<file path="src/qsfa_pkg.sv">
package qsfa_pkg;

    // Datapath command word from the controller
    typedef struct packed {
        logic store_wr;    // write input word into the element store
        logic cnt_clr;     // clear element count and overflow flag
        logic init;        // push whole range, top = 0
        logic load_iv;     // load lo/hi from the stack top
        logic pop;         // top--
        logic rd_hi;       // read store at hi
        logic rd_lo;       // read store at lo
        logic take_pivot;  // pivot <= read data
        logic dec_hi;      // hi--
        logic inc_lo;      // lo++
        logic wr_lo_data;  // store[lo] <= read data, lo++
        logic wr_hi_data;  // store[hi] <= read data, hi--
        logic wr_pivot;    // store[lo] <= pivot
        logic push;        // push the two parts; when the stack is full, keep only the left one
        logic out_adv;     // output index++
        logic out_clr;     // output index <= 0
    } qsfa_cmd_t;

    // Datapath status toward the controller
    typedef struct packed {
        logic lo_lt_hi;    // lo < hi
        logic top_neg;     // stack empty
        logic ge_pivot;    // read data >= pivot
        logic le_pivot;    // read data <= pivot
        logic out_last;    // output index is count-1
        logic cnt_zero;    // element count is zero
    } qsfa_sts_t;

endpackage

</file>
<file path="src/quicksort_float_array_top.sv">
// Collects IEEE floats (one word per cycle) until a word with tlast, then
// sorts them ascending with an in-place iterative quicksort and streams
// them out, tlast on the final one, tuser set on all if words were dropped
// beyond MAX_ITEMS. Sorting runs on one store with a single write port and a
// registered read, so each compare-move step issues a read and then acts on
// the read data; input is not accepted while a set is being sorted or emitted.
module quicksort_float_array_top #(
    parameter int MAX_ITEMS   = 64,
    parameter int STACK_DEPTH = 8,
    parameter int DATA_WIDTH  = 32
) (
    input  logic                  clk,
    input  logic                  rst_n,
    input  logic                  s_tvalid,
    output logic                  s_tready,
    input  logic [DATA_WIDTH-1:0] s_tdata,   // value
    input  logic                  s_tlast,   // last
    output logic                  m_tvalid,
    input  logic                  m_tready,
    output logic [DATA_WIDTH-1:0] m_tdata,   // sorted_value
    output logic                  m_tlast,   // final_res
    output logic                  m_tuser    // dropped
);

    qsfa_pkg::qsfa_cmd_t   cmd;
    qsfa_pkg::qsfa_sts_t   sts;
    logic [DATA_WIDTH-1:0] rd_data;
    logic                  overflow, out_load, in_fire;
    logic                  valid_reg, valid_next;
    logic [DATA_WIDTH-1:0] data_reg;
    logic                  last_reg, user_reg;

    assign in_fire = s_tvalid && s_tready;

    qsfa_ctrl u_ctrl (
        .clk       (clk),
        .rst_n     (rst_n),
        .in_fire   (in_fire),
        .in_last   (s_tlast),
        .out_ready (m_tready),
        .out_busy  (valid_reg),
        .in_ready  (s_tready),
        .out_load  (out_load),
        .cmd       (cmd),
        .sts       (sts)
    );

    qsfa_datapath #(
        .MAX_ITEMS   (MAX_ITEMS),
        .STACK_DEPTH (STACK_DEPTH),
        .DATA_WIDTH  (DATA_WIDTH)
    ) u_dp (
        .clk      (clk),
        .rst_n    (rst_n),
        .cmd      (cmd),
        .sts      (sts),
        .in_value (s_tdata),
        .rd_data  (rd_data),
        .overflow (overflow)
    );

    // Output register
    always_comb
    begin
        valid_next = valid_reg;
        if (m_tready)
            valid_next = 1'b0;
        if (out_load)
            valid_next = 1'b1;
    end

    always_ff @(posedge clk or negedge rst_n)
    begin
        if (!rst_n)
            valid_reg <= 1'b0;
        else
            valid_reg <= valid_next;
    end

    always_ff @(posedge clk)
    begin
        if (out_load)
        begin
            data_reg <= rd_data;
            last_reg <= sts.out_last;
            user_reg <= overflow;
        end
    end

    assign m_tvalid = valid_reg;
    assign m_tdata  = data_reg;
    assign m_tlast  = last_reg;
    assign m_tuser  = user_reg;

endmodule

</file>
<file path="src/qsfa_ram.sv">
module qsfa_ram #(
    parameter int WIDTH = 32,
    parameter int DEPTH = 64
) (
    input  logic                     clk,
    input  logic                     we,
    input  logic [$clog2(DEPTH)-1:0] waddr,
    input  logic [WIDTH-1:0]         wdata,
    input  logic [$clog2(DEPTH)-1:0] raddr,
    output logic [WIDTH-1:0]         rdata
);

    logic [WIDTH-1:0] mem [DEPTH];

    // Single write port, registered read
    always_ff @(posedge clk)
    begin
        if (we)
        begin
            mem[waddr] <= wdata;
        end
        rdata <= mem[raddr];
    end

endmodule

</file>
<file path="src/qsfa_datapath.sv">
module qsfa_datapath #(
    parameter int MAX_ITEMS   = 64,
    parameter int STACK_DEPTH = 8,
    parameter int DATA_WIDTH  = 32
) (
    input  logic                  clk,
    input  logic                  rst_n,
    input  qsfa_pkg::qsfa_cmd_t   cmd,
    output qsfa_pkg::qsfa_sts_t   sts,
    input  logic [DATA_WIDTH-1:0] in_value,
    output logic [DATA_WIDTH-1:0] rd_data,
    output logic                  overflow
);

    localparam int AW   = $clog2(MAX_ITEMS);
    localparam int CW   = $clog2(MAX_ITEMS + 1);
    localparam int SW   = $clog2(STACK_DEPTH);
    localparam int TW   = SW + 1;
    localparam int EXPB = (DATA_WIDTH == 64) ? 11 : 8;
    localparam int MANB = DATA_WIDTH - 1 - EXPB;

    logic [CW-1:0] count_reg, count_next;
    logic          ovf_reg, ovf_next;
    logic [CW-1:0] lo_reg, lo_next, hi_reg, hi_next;
    logic [TW-1:0] top_reg, top_next;
    logic [CW-1:0] oidx_reg, oidx_next;
    logic [DATA_WIDTH-1:0] pivot_reg, pivot_next;
    logic [CW-1:0] sb_reg [STACK_DEPTH];
    logic [CW-1:0] se_reg [STACK_DEPTH];

    logic                  we;
    logic [AW-1:0]         waddr, raddr;
    logic [DATA_WIDTH-1:0] wdata;

    qsfa_ram #(.WIDTH(DATA_WIDTH), .DEPTH(MAX_ITEMS)) u_store (
        .clk   (clk),
        .we    (we),
        .waddr (waddr),
        .wdata (wdata),
        .raddr (raddr),
        .rdata (rd_data)
    );

    // Store port selection
    always_comb
    begin
        we    = 1'b0;
        waddr = count_reg[AW-1:0];
        wdata = in_value;
        if (cmd.store_wr && (count_reg < CW'(MAX_ITEMS)))
        begin
            we = 1'b1;
        end
        else if (cmd.wr_lo_data)
        begin
            we    = 1'b1;
            waddr = lo_reg[AW-1:0];
            wdata = rd_data;
        end
        else if (cmd.wr_hi_data)
        begin
            we    = 1'b1;
            waddr = hi_reg[AW-1:0];
            wdata = rd_data;
        end
        else if (cmd.wr_pivot)
        begin
            we    = 1'b1;
            waddr = lo_reg[AW-1:0];
            wdata = pivot_reg;
        end
        if (cmd.rd_hi)
        begin
            raddr = hi_reg[AW-1:0];
        end
        else if (cmd.rd_lo)
        begin
            raddr = lo_reg[AW-1:0];
        end
        else
        begin
            raddr = oidx_reg[AW-1:0];
        end
    end

    // Float compare: sign-magnitude order, NaN compares false
    logic [DATA_WIDTH-2:0] mag_a, mag_p;
    logic                  nan_a, nan_p, key_ge, key_le;
    localparam logic [DATA_WIDTH-2:0] INFMAG = {{EXPB{1'b1}}, {MANB{1'b0}}};

    always_comb
    begin
        mag_a = rd_data[DATA_WIDTH-2:0];
        mag_p = pivot_reg[DATA_WIDTH-2:0];
        nan_a = mag_a > INFMAG;
        nan_p = mag_p > INFMAG;
        case ({rd_data[DATA_WIDTH-1], pivot_reg[DATA_WIDTH-1]})
            2'b00:   key_ge = mag_a >= mag_p;
            2'b11:   key_ge = mag_a <= mag_p;
            2'b01:   key_ge = 1'b1;
            default: key_ge = (mag_a == '0) && (mag_p == '0);
        endcase
        case ({rd_data[DATA_WIDTH-1], pivot_reg[DATA_WIDTH-1]})
            2'b00:   key_le = mag_a <= mag_p;
            2'b11:   key_le = mag_a >= mag_p;
            2'b10:   key_le = 1'b1;
            default: key_le = (mag_a == '0) && (mag_p == '0);
        endcase
        sts.ge_pivot = key_ge && !nan_a && !nan_p;
        sts.le_pivot = key_le && !nan_a && !nan_p;
        // an empty interval starting at 0 leaves hi at all ones (-1)
        sts.lo_lt_hi = (lo_reg < hi_reg) && (hi_reg != '1);
        sts.top_neg  = top_reg[TW-1];
        sts.out_last = (oidx_reg + CW'(1)) == count_reg;
        sts.cnt_zero = count_reg == '0;
    end

    assign overflow = ovf_reg;

    // Index, pointer and pivot updates
    logic [SW-1:0] tp;
    logic [CW-1:0] ne, nb, len_new, len_old;
    always_comb
    begin
        count_next = count_reg;
        ovf_next   = ovf_reg;
        lo_next    = lo_reg;
        hi_next    = hi_reg;
        top_next   = top_reg;
        oidx_next  = oidx_reg;
        pivot_next = pivot_reg;
        tp         = top_reg[SW-1:0];
        nb         = lo_reg + CW'(1);
        ne         = se_reg[tp];
        len_new    = ne - nb;
        len_old    = lo_reg - sb_reg[tp];
        if (cmd.store_wr)
        begin
            if (count_reg < CW'(MAX_ITEMS))
                count_next = count_reg + CW'(1);
            else
                ovf_next = 1'b1;
        end
        if (cmd.cnt_clr)
        begin
            count_next = '0;
            ovf_next   = 1'b0;
        end
        if (cmd.init)
            top_next = '0;
        if (cmd.load_iv)
        begin
            lo_next = sb_reg[tp];
            hi_next = se_reg[tp] - CW'(1);
        end
        if (cmd.pop)
            top_next = top_reg - TW'(1);
        if (cmd.take_pivot)
            pivot_next = rd_data;
        if (cmd.dec_hi || cmd.wr_hi_data)
            hi_next = hi_reg - CW'(1);
        if (cmd.inc_lo || cmd.wr_lo_data)
            lo_next = lo_reg + CW'(1);
        if (cmd.push && (int'(tp) + 1 < STACK_DEPTH))
            top_next = top_reg + TW'(1);
        if (cmd.out_clr)
            oidx_next = '0;
        if (cmd.out_adv)
            oidx_next = oidx_reg + CW'(1);
    end

    // Control registers
    always_ff @(posedge clk or negedge rst_n)
    begin
        if (!rst_n)
        begin
            count_reg <= '0;
            ovf_reg   <= 1'b0;
            top_reg   <= '1;
            oidx_reg  <= '0;
        end
        else
        begin
            count_reg <= count_next;
            ovf_reg   <= ovf_next;
            top_reg   <= top_next;
            oidx_reg  <= oidx_next;
        end
    end

    // Payload registers and interval stack
    always_ff @(posedge clk)
    begin
        lo_reg    <= lo_next;
        hi_reg    <= hi_next;
        pivot_reg <= pivot_next;
        if (cmd.init)
        begin
            sb_reg[0] <= '0;
            se_reg[0] <= count_reg;
        end
        if (cmd.push)
        begin
            if (int'(tp) + 1 >= STACK_DEPTH)
            begin
                se_reg[tp] <= lo_reg;
            end
            else if (len_new > len_old)
            begin
                sb_reg[tp + SW'(1)] <= sb_reg[tp];
                se_reg[tp + SW'(1)] <= lo_reg;
                sb_reg[tp]          <= nb;
            end
            else
            begin
                sb_reg[tp + SW'(1)] <= nb;
                se_reg[tp + SW'(1)] <= ne;
                se_reg[tp]          <= lo_reg;
            end
        end
    end

`ifndef SYNTHESIS
    a_count_bound: assert property (@(posedge clk) disable iff (!rst_n)
        count_reg <= CW'(MAX_ITEMS))
        else $error("element count beyond capacity");
    a_ovf_full: assert property (@(posedge clk) disable iff (!rst_n)
        ovf_reg |-> count_reg == CW'(MAX_ITEMS))
        else $error("overflow set while store not full");
    a_one_write: assert property (@(posedge clk) disable iff (!rst_n)
        $countones({cmd.wr_lo_data, cmd.wr_hi_data, cmd.wr_pivot, cmd.store_wr}) <= 1)
        else $error("store write conflict");
`endif

endmodule

</file>
<file path="src/qsfa_ctrl.sv">
module qsfa_ctrl (
    input  logic                clk,
    input  logic                rst_n,
    input  logic                in_fire,
    input  logic                in_last,
    input  logic                out_ready,
    input  logic                out_busy,
    output logic                in_ready,
    output logic                out_load,
    output qsfa_pkg::qsfa_cmd_t cmd,
    input  qsfa_pkg::qsfa_sts_t sts
);

    localparam logic [3:0] S_LOAD   = 4'd0;
    localparam logic [3:0] S_INIT   = 4'd1;
    localparam logic [3:0] S_POPCHK = 4'd2;
    localparam logic [3:0] S_PIVRD  = 4'd3;
    localparam logic [3:0] S_PIVTK  = 4'd4;
    localparam logic [3:0] S_HIRD   = 4'd5;
    localparam logic [3:0] S_HICHK  = 4'd6;
    localparam logic [3:0] S_LORD   = 4'd7;
    localparam logic [3:0] S_LOCHK  = 4'd8;
    localparam logic [3:0] S_PLACE  = 4'd9;
    localparam logic [3:0] S_ORD    = 4'd10;
    localparam logic [3:0] S_OWAIT  = 4'd11;
    localparam logic [3:0] S_OPUT   = 4'd12;

    logic [3:0] state_reg, state_next;

    assign in_ready = state_reg == S_LOAD;

    // Load, sort and output sequencer
    always_comb
    begin
        state_next = state_reg;
        cmd        = '0;
        out_load   = 1'b0;
        unique case (state_reg)
            S_LOAD:
            begin
                cmd.store_wr = in_fire;
                if (in_fire && in_last)
                    state_next = S_INIT;
            end
            S_INIT:
            begin
                cmd.init   = 1'b1;
                state_next = S_POPCHK;
            end
            S_POPCHK:
            begin
                if (sts.top_neg)
                begin
                    cmd.out_clr = 1'b1;
                    state_next  = S_ORD;
                end
                else
                begin
                    cmd.load_iv = 1'b1;
                    state_next  = S_PIVRD;
                end
            end
            S_PIVRD:
            begin
                if (sts.lo_lt_hi)
                begin
                    cmd.rd_lo  = 1'b1;
                    state_next = S_PIVTK;
                end
                else
                begin
                    cmd.pop    = 1'b1;
                    state_next = S_POPCHK;
                end
            end
            S_PIVTK:
            begin
                cmd.take_pivot = 1'b1;
                state_next     = S_HIRD;
            end
            S_HIRD:
            begin
                if (sts.lo_lt_hi)
                begin
                    cmd.rd_hi  = 1'b1;
                    state_next = S_HICHK;
                end
                else
                    state_next = S_PLACE;
            end
            S_HICHK:
            begin
                if (sts.ge_pivot)
                begin
                    cmd.dec_hi = 1'b1;
                    state_next = S_HIRD;
                end
                else
                begin
                    cmd.wr_lo_data = 1'b1;
                    state_next     = S_LORD;
                end
            end
            S_LORD:
            begin
                if (sts.lo_lt_hi)
                begin
                    cmd.rd_lo  = 1'b1;
                    state_next = S_LOCHK;
                end
                else
                    state_next = S_PLACE;
            end
            S_LOCHK:
            begin
                if (sts.le_pivot)
                begin
                    cmd.inc_lo = 1'b1;
                    state_next = S_LORD;
                end
                else
                begin
                    cmd.wr_hi_data = 1'b1;
                    state_next     = S_HIRD;
                end
            end
            S_PLACE:
            begin
                cmd.wr_pivot = 1'b1;
                cmd.push     = 1'b1;
                state_next   = S_POPCHK;
            end
            S_ORD:
            begin
                if (sts.cnt_zero)
                begin
                    cmd.cnt_clr = 1'b1;
                    state_next  = S_LOAD;
                end
                else
                    state_next = S_OWAIT;
            end
            S_OWAIT:
            begin
                if (!out_busy || out_ready)
                    state_next = S_OPUT;
            end
            S_OPUT:
            begin
                out_load    = 1'b1;
                cmd.out_adv = 1'b1;
                if (sts.out_last)
                begin
                    cmd.cnt_clr = 1'b1;
                    state_next  = S_LOAD;
                end
                else
                    state_next = S_OWAIT;
            end
            default:
                state_next = S_LOAD;
        endcase
    end

    always_ff @(posedge clk or negedge rst_n)
    begin
        if (!rst_n)
            state_reg <= S_LOAD;
        else
            state_reg <= state_next;
    end

`ifndef SYNTHESIS
    a_load_ready: assert property (@(posedge clk) disable iff (!rst_n)
        in_ready |-> state_reg == S_LOAD)
        else $error("ready outside load");
    a_out_slot: assert property (@(posedge clk) disable iff (!rst_n)
        out_load |-> (!out_busy || out_ready))
        else $error("output overwritten");
    a_sort_enter: assert property (@(posedge clk) disable iff (!rst_n)
        (in_fire && in_last) |=> state_reg == S_INIT)
        else $error("last word did not start sort");
`endif

endmodule

</file>
<file path="config.mk">
export PLATFORM = sky130hd
export DESIGN_NAME = quicksort_float_array_top
export DESIGN_NICKNAME = d
export VERILOG_FILES = /design/src/qsfa_pkg.sv /design/src/quicksort_float_array_top.sv /design/src/qsfa_ram.sv /design/src/qsfa_datapath.sv /design/src/qsfa_ctrl.sv
export SDC_FILE = /design/constraint.sdc
export NUM_CORES = 2
export LEC_CHECK = 0
export BUFFER_PORTS_ARGS = -buffer_cell sky130_fd_sc_hd__buf_2
export CAP_MARGIN = 10
export CORE_MARGIN = 3
export CORE_UTILIZATION = 60
export CTS_BUF_LIST = sky130_fd_sc_hd__clkbuf_8 sky130_fd_sc_hd__clkbuf_16
export DETAILED_ROUTE_END_ITERATION = 16
export PLACE_DENSITY_LB_ADDON = 0.15
export SETUP_SLACK_MARGIN = 0.02
export SLEW_MARGIN = 20
export SYNTH_ARGS = -nofsm -noshare
export SYNTH_HDL_FRONTEND = slang
export SYNTH_SLANG_ARGS = --single-unit
</file>
<file path="constraint.sdc">
create_clock -name clk -period 19.1 [get_ports clk]
set_input_delay 1.91 -clock clk [delete_from_list [all_inputs] [get_ports clk]]
set_output_delay 1.91 -clock clk [all_outputs]
set_load 0.01 [all_outputs]
</file>
==> metrics.txt <==
# TYPE chip_impl_metric gauge
chip_impl_info{name="run_status",value="finished, final reports clean"} 1
chip_impl_metric{name="synth.distinct_cells",unit=""} 88
chip_impl_metric{name="grt_pass1_wl",unit="um"} 381000
chip_impl_info{name="critical-path-top-cell-by-count",value="sky130_fd_sc_hd__o21a_1"} 1
chip_impl_metric{name="first_drt_iteration_drcs",unit=""} 9143
chip_impl_metric{name="post-route-min-period",unit="ns"} 7.62
chip_impl_metric{name="syn_area",unit="mm^2"} 0.0933
chip_impl_metric{name="syn-mean-instance-area",unit="um^2"} 13.7
chip_impl_info{name="layout_commonest_cell",value="sky130_fd_sc_hd__edfxtp_1"} 1
chip_impl_info{name="crit_path_end_kind",value="flop"} 1
chip_impl_metric{name="drt_pass1_iterations",unit=""} 8
chip_impl_metric{name="synth-warning-count",unit=""} 0
chip_impl_metric{name="ys_ff_latch",unit=""} 2296
chip_impl_metric{name="cells_after_synth",unit=""} 6835
chip_impl_metric{name="core_region_area",unit="mm^2"} 0.154
chip_impl_metric{name="holdPathStages",unit=""} 0
chip_impl_metric{name="synth-async-reset-ratio",unit="%"} 1.05
chip_impl_metric{name="timing.final.crit_share",unit="%"} 39.9
chip_impl_metric{name="io_buffers",unit=""} 72
chip_impl_metric{name="timing_worst_slew_pin_value",unit="ns"} 1.13
chip_impl_metric{name="largest_reg_flops",unit=""} 2048
chip_impl_metric{name="final_max_slew_viol_count",unit=""} 0
chip_impl_metric{name="finalClockSkew",unit="ns"} 0.0764
chip_impl_metric{name="cts_num_sinks",unit=""} 2296
chip_impl_metric{name="n_fill_cell",unit=""} 10600
chip_impl_metric{name="final_gp_congestion",unit=""} 0.925
chip_impl_info{name="cts_tree",value="done"} 1
chip_impl_metric{name="post_cts.repair.setup_buffers",unit=""} 0
chip_impl_metric{name="seq_area",unit="mm^2"} 0.0685
chip_impl_metric{name="fp.dieArea",unit="mm^2"} 0.160
chip_impl_metric{name="power.ir.vdd_worst",unit="V"} 0.000346
chip_impl_metric{name="overall_power_after_layout",unit="mW"} 17.9
chip_impl_metric{name="die_w",unit="um"} 400
chip_impl_metric{name="route.detailed.wl_per_inst",unit="um"} 28.7
chip_impl_metric{name="drive_above_1_share",unit="%"} 10.9
chip_impl_metric{name="yosysSeqAreaShare",unit="%"} 73.4
chip_impl_info{name="cp_max_stage_cell",value="sky130_fd_sc_hd__dfstp_2"} 1
chip_impl_metric{name="maxClockFrequency",unit="MHz"} 131
chip_impl_info{name="path_cells",value="clkinv_1, nor2_1, a221oi_1, o22ai_1, inv_1, ha_1, fa_1, inv_1, ha_1, nor2b_1, o21a_1, o21a_1, o21a_1, o21a_1, o21a_1, o22a_1, nor2_1, mux2i_1, mux2i_1"} 1
chip_impl_metric{name="critPathArrivalTime",unit="ns"} 8.14
chip_impl_metric{name="worst_r2r_path_depth",unit=""} 19
chip_impl_metric{name="rows",unit=""} 144
chip_impl_metric{name="routed_wl",unit="um"} 263000
chip_impl_metric{name="area_of_combinational_cells_with_multiple_inputs",unit="mm^2"} 0.0237
chip_impl_info{name="hold_path.class",value="reg -> reg"} 1
chip_impl_metric{name="first_global_vias",unit=""} 55800
chip_impl_metric{name="antenna_violations_before_repair",unit=""} 10
chip_impl_metric{name="finalNetCount",unit=""} 7004
chip_impl_metric{name="die_y",unit="um"} 400
chip_impl_metric{name="path_clk_slew",unit="ns"} 0.06
chip_impl_metric{name="cellLeakagePower",unit="nW"} 35.1
chip_impl_metric{name="starting_density_of_the_core",unit="%"} 60.5
chip_impl_metric{name="detail_route.vias_per_cell",unit=""} 6.52
chip_impl_info{name="synthFlopType",value="sky130_fd_sc_hd__edfxtp_1"} 1
chip_impl_metric{name="number_of_instances_resized_during_post_cts_repair",unit=""} 0
chip_impl_metric{name="detailroute.via_count",unit=""} 59600
chip_impl_metric{name="final-instance-count-excl-fill",unit=""} 9141
chip_impl_metric{name="dp.final_hpwl",unit="um"} 146000
chip_impl_metric{name="clock_insertion_delay_worst_skew",unit="ns"} 0.87
chip_impl_info{name="worstSetupStartpointType",value="flop"} 1
chip_impl_metric{name="cts.hold.buffers_added",unit=""} 0
chip_impl_info{name="layout_common_cells",value="2240 x sky130_fd_sc_hd__edfxtp_1, 1598 x sky130_fd_sc_hd__nand2_1, 881 x sky130_fd_sc_hd__nand3_1"} 1
chip_impl_info{name="clockRootBuffer",value="sky130_fd_sc_hd__clkbuf_16"} 1
chip_impl_metric{name="syn_nets",unit=""} 6937
chip_impl_metric{name="cts_buffer_depth",unit=""} 3
chip_impl_metric{name="grt_max_degree",unit=""} 195
chip_impl_metric{name="route.antenna.remaining_nets",unit=""} 0
chip_impl_metric{name="slew_headroom",unit="%"} 23.9
chip_impl_metric{name="cts_buffers",unit=""} 221
chip_impl_metric{name="io-pin-count",unit=""} 73
chip_impl_metric{name="max_cap_viol_count",unit=""} 0
chip_impl_metric{name="hold_viol_final",unit=""} 0
chip_impl_metric{name="route.detailed.drc",unit=""} 0
chip_impl_metric{name="required_time_reported_for_the_critical_path_endpoint",unit="ns"} 19.62
chip_impl_info{name="rsz0062_at_grt",value="no"} 1
chip_impl_metric{name="power.density_cell_area",unit="mW/mm^2"} 172
chip_impl_info{name="timing.setup.critical_path_class",value="reg -> reg"} 1
chip_impl_metric{name="placed_cells_incl_taps",unit=""} 8722
chip_impl_metric{name="final-setup-viol-count",unit=""} 0
chip_impl_metric{name="critPathMaxStageDelay",unit="ns"} 1.18
chip_impl_metric{name="areaGrowthSynthToFinish",unit="%"} 11.4
chip_impl_metric{name="gr-usage-all-layers",unit="%"} 32.4
chip_impl_metric{name="htree_levels",unit=""} 4
chip_impl_metric{name="synth_enable_flop_cells",unit=""} 2240
chip_impl_metric{name="timing.critical_path.fanout_max",unit=""} 43
chip_impl_metric{name="totalNegativeSetupSlack",unit="ns"} 0
chip_impl_metric{name="gr-total-overflow",unit=""} 0
through the flow:
step / hold WS (ns) / utilization, % / setup slack [ns] / area, um^2
after floorplan: 0.425 / - / 12.12 / 93300
after global placement: 0.488 / 62.7 / 11.82 / 96700
after detailed placement: 0.496 / 62.7 / 11.64 / 96700
after CTS: 0.516 / 67.4 / 11.61 / 104000
after global routing: 0.527 / 67.4 / 11.03 / 104000
final: 0.515 / 67.4 / 11.48 / 104000
synth_stat cells (11+ instances only):
| cell | instances | area [um^2] |
|---|---|---|
| sky130_fd_sc_hd__o21ai_0 | 32 | 160 |
| sky130_fd_sc_hd__a221oi_1 | 76 | 666 |
| sky130_fd_sc_hd__a22o_1 | 13 | 114 |
| sky130_fd_sc_hd__nand4_1 | 138 | 863 |
| sky130_fd_sc_hd__dfxtp_1 | 32 | 641 |
| sky130_fd_sc_hd__mux2i_1 | 371 | 3710 |
| sky130_fd_sc_hd__nand3_1 | 881 | 4410 |
| sky130_fd_sc_hd__xnor2_1 | 21 | 184 |
| sky130_fd_sc_hd__edfxtp_1 | 2240 | 67300 |
| sky130_fd_sc_hd__ha_1 | 63 | 788 |
| sky130_fd_sc_hd__nor4_1 | 26 | 163 |
| sky130_fd_sc_hd__o22ai_1 | 74 | 463 |
| sky130_fd_sc_hd__a311o_1 | 44 | 440 |
| sky130_fd_sc_hd__a21oi_1 | 118 | 591 |
| sky130_fd_sc_hd__nor2_1 | 168 | 631 |
| sky130_fd_sc_hd__nor2b_1 | 11 | 68.8 |
| sky130_fd_sc_hd__or2_2 | 13 | 81.3 |
| sky130_fd_sc_hd__a21o_1 | 16 | 120 |
| sky130_fd_sc_hd__mux2_2 | 25 | 282 |
| sky130_fd_sc_hd__buf_1 | 59 | 221 |
| sky130_fd_sc_hd__clkbuf_1 | 230 | 863 |
| sky130_fd_sc_hd__a31oi_1 | 21 | 131 |
| sky130_fd_sc_hd__mux4_2 | 14 | 315 |
| sky130_fd_sc_hd__o211ai_1 | 12 | 90.1 |
| sky130_fd_sc_hd__buf_2 | 95 | 475 |
| sky130_fd_sc_hd__nand2_1 | 1599 | 6000 |
| sky130_fd_sc_hd__xor2_1 | 17 | 149 |
| sky130_fd_sc_hd__o21a_1 | 13 | 97.6 |
| sky130_fd_sc_hd__a32oi_1 | 21 | 184 |
| sky130_fd_sc_hd__nor3_1 | 52 | 260 |
| sky130_fd_sc_hd__dfrtp_1 | 20 | 500 |
| sky130_fd_sc_hd__a22oi_1 | 69 | 518 |
| sky130_fd_sc_hd__and2_1 | 20 | 125 |
| sky130_fd_sc_hd__inv_1 | 74 | 278 |
area by class of cell:
cell class / count / share of cell area (%)
repair buffers: 243 / 1.66
diodes: 5 / 0.0120
inverters: 75 / 0.271
well taps: 2044 / 2.46
flip-flops and latches: 2296 / 65.9
clock buffers: 239 / 5.56
multi-input cells: 4065 / 22.7
clock inverters: 174 / 1.43
report_power, final:
| group | leakage [nW] | total (mW) | internal, mW | switching [mW] |
|---|---|---|---|---|
| combinational | 10.6 | 7.22 | 2.11 | 5.11 |
| clock | 3.78 | 4.30 | 2.40 | 1.90 |
| sequential | 20.7 | 6.41 | 6.11 | 0.302 |
worst max-delay path: cells and delay by family (launching register included):
family	cells	cell delay, ns
flops	1	1.18
mux	2	0.81
compound gates	8	1.94
simple gates	3	1.53
buf+inv	3	0.70
fa+ha+maj	3	1.06
final timing paths:
check,start,to,slack (ns)
setup / recovery,u_dp.top_reg[1],u_dp.se_reg[5][4],11.48
hold / removal,u_dp.overflow,m_tuser,0.52
setup reg to reg,u_dp.top_reg[1],u_dp.se_reg[5][4],11.48
hold reg to reg,u_dp.overflow,m_tuser,0.52
max in group asynchronous,rst_n,u_dp.oidx_reg[2],17.50
min in group asynchronous,rst_n,u_dp.overflow,1.08
per-layer routing:
metal	wire (um)	GRT usage (%)	part of all wire, %	vias up
met5	84	0	0.032	-
met4	9500	11.2	3.6	6
met3	32300	6.54	12	541
met2	117000	47.9	45	3754
met1	103000	48.5	39	29600
li1	-	-	-	25700
cell families after synthesis:
| family | share of synthesized area [%] |
|---|---|
| xor+xnor | 0.357 |
| compound gates | 4.59 |
| flops | 73.4 |
| simple gates | 14.0 |
| mux | 4.62 |
| fa+ha+maj | 0.888 |
| buf+inv | 2.14 |
No activity file was read; power rests on OpenSTA's default activity.
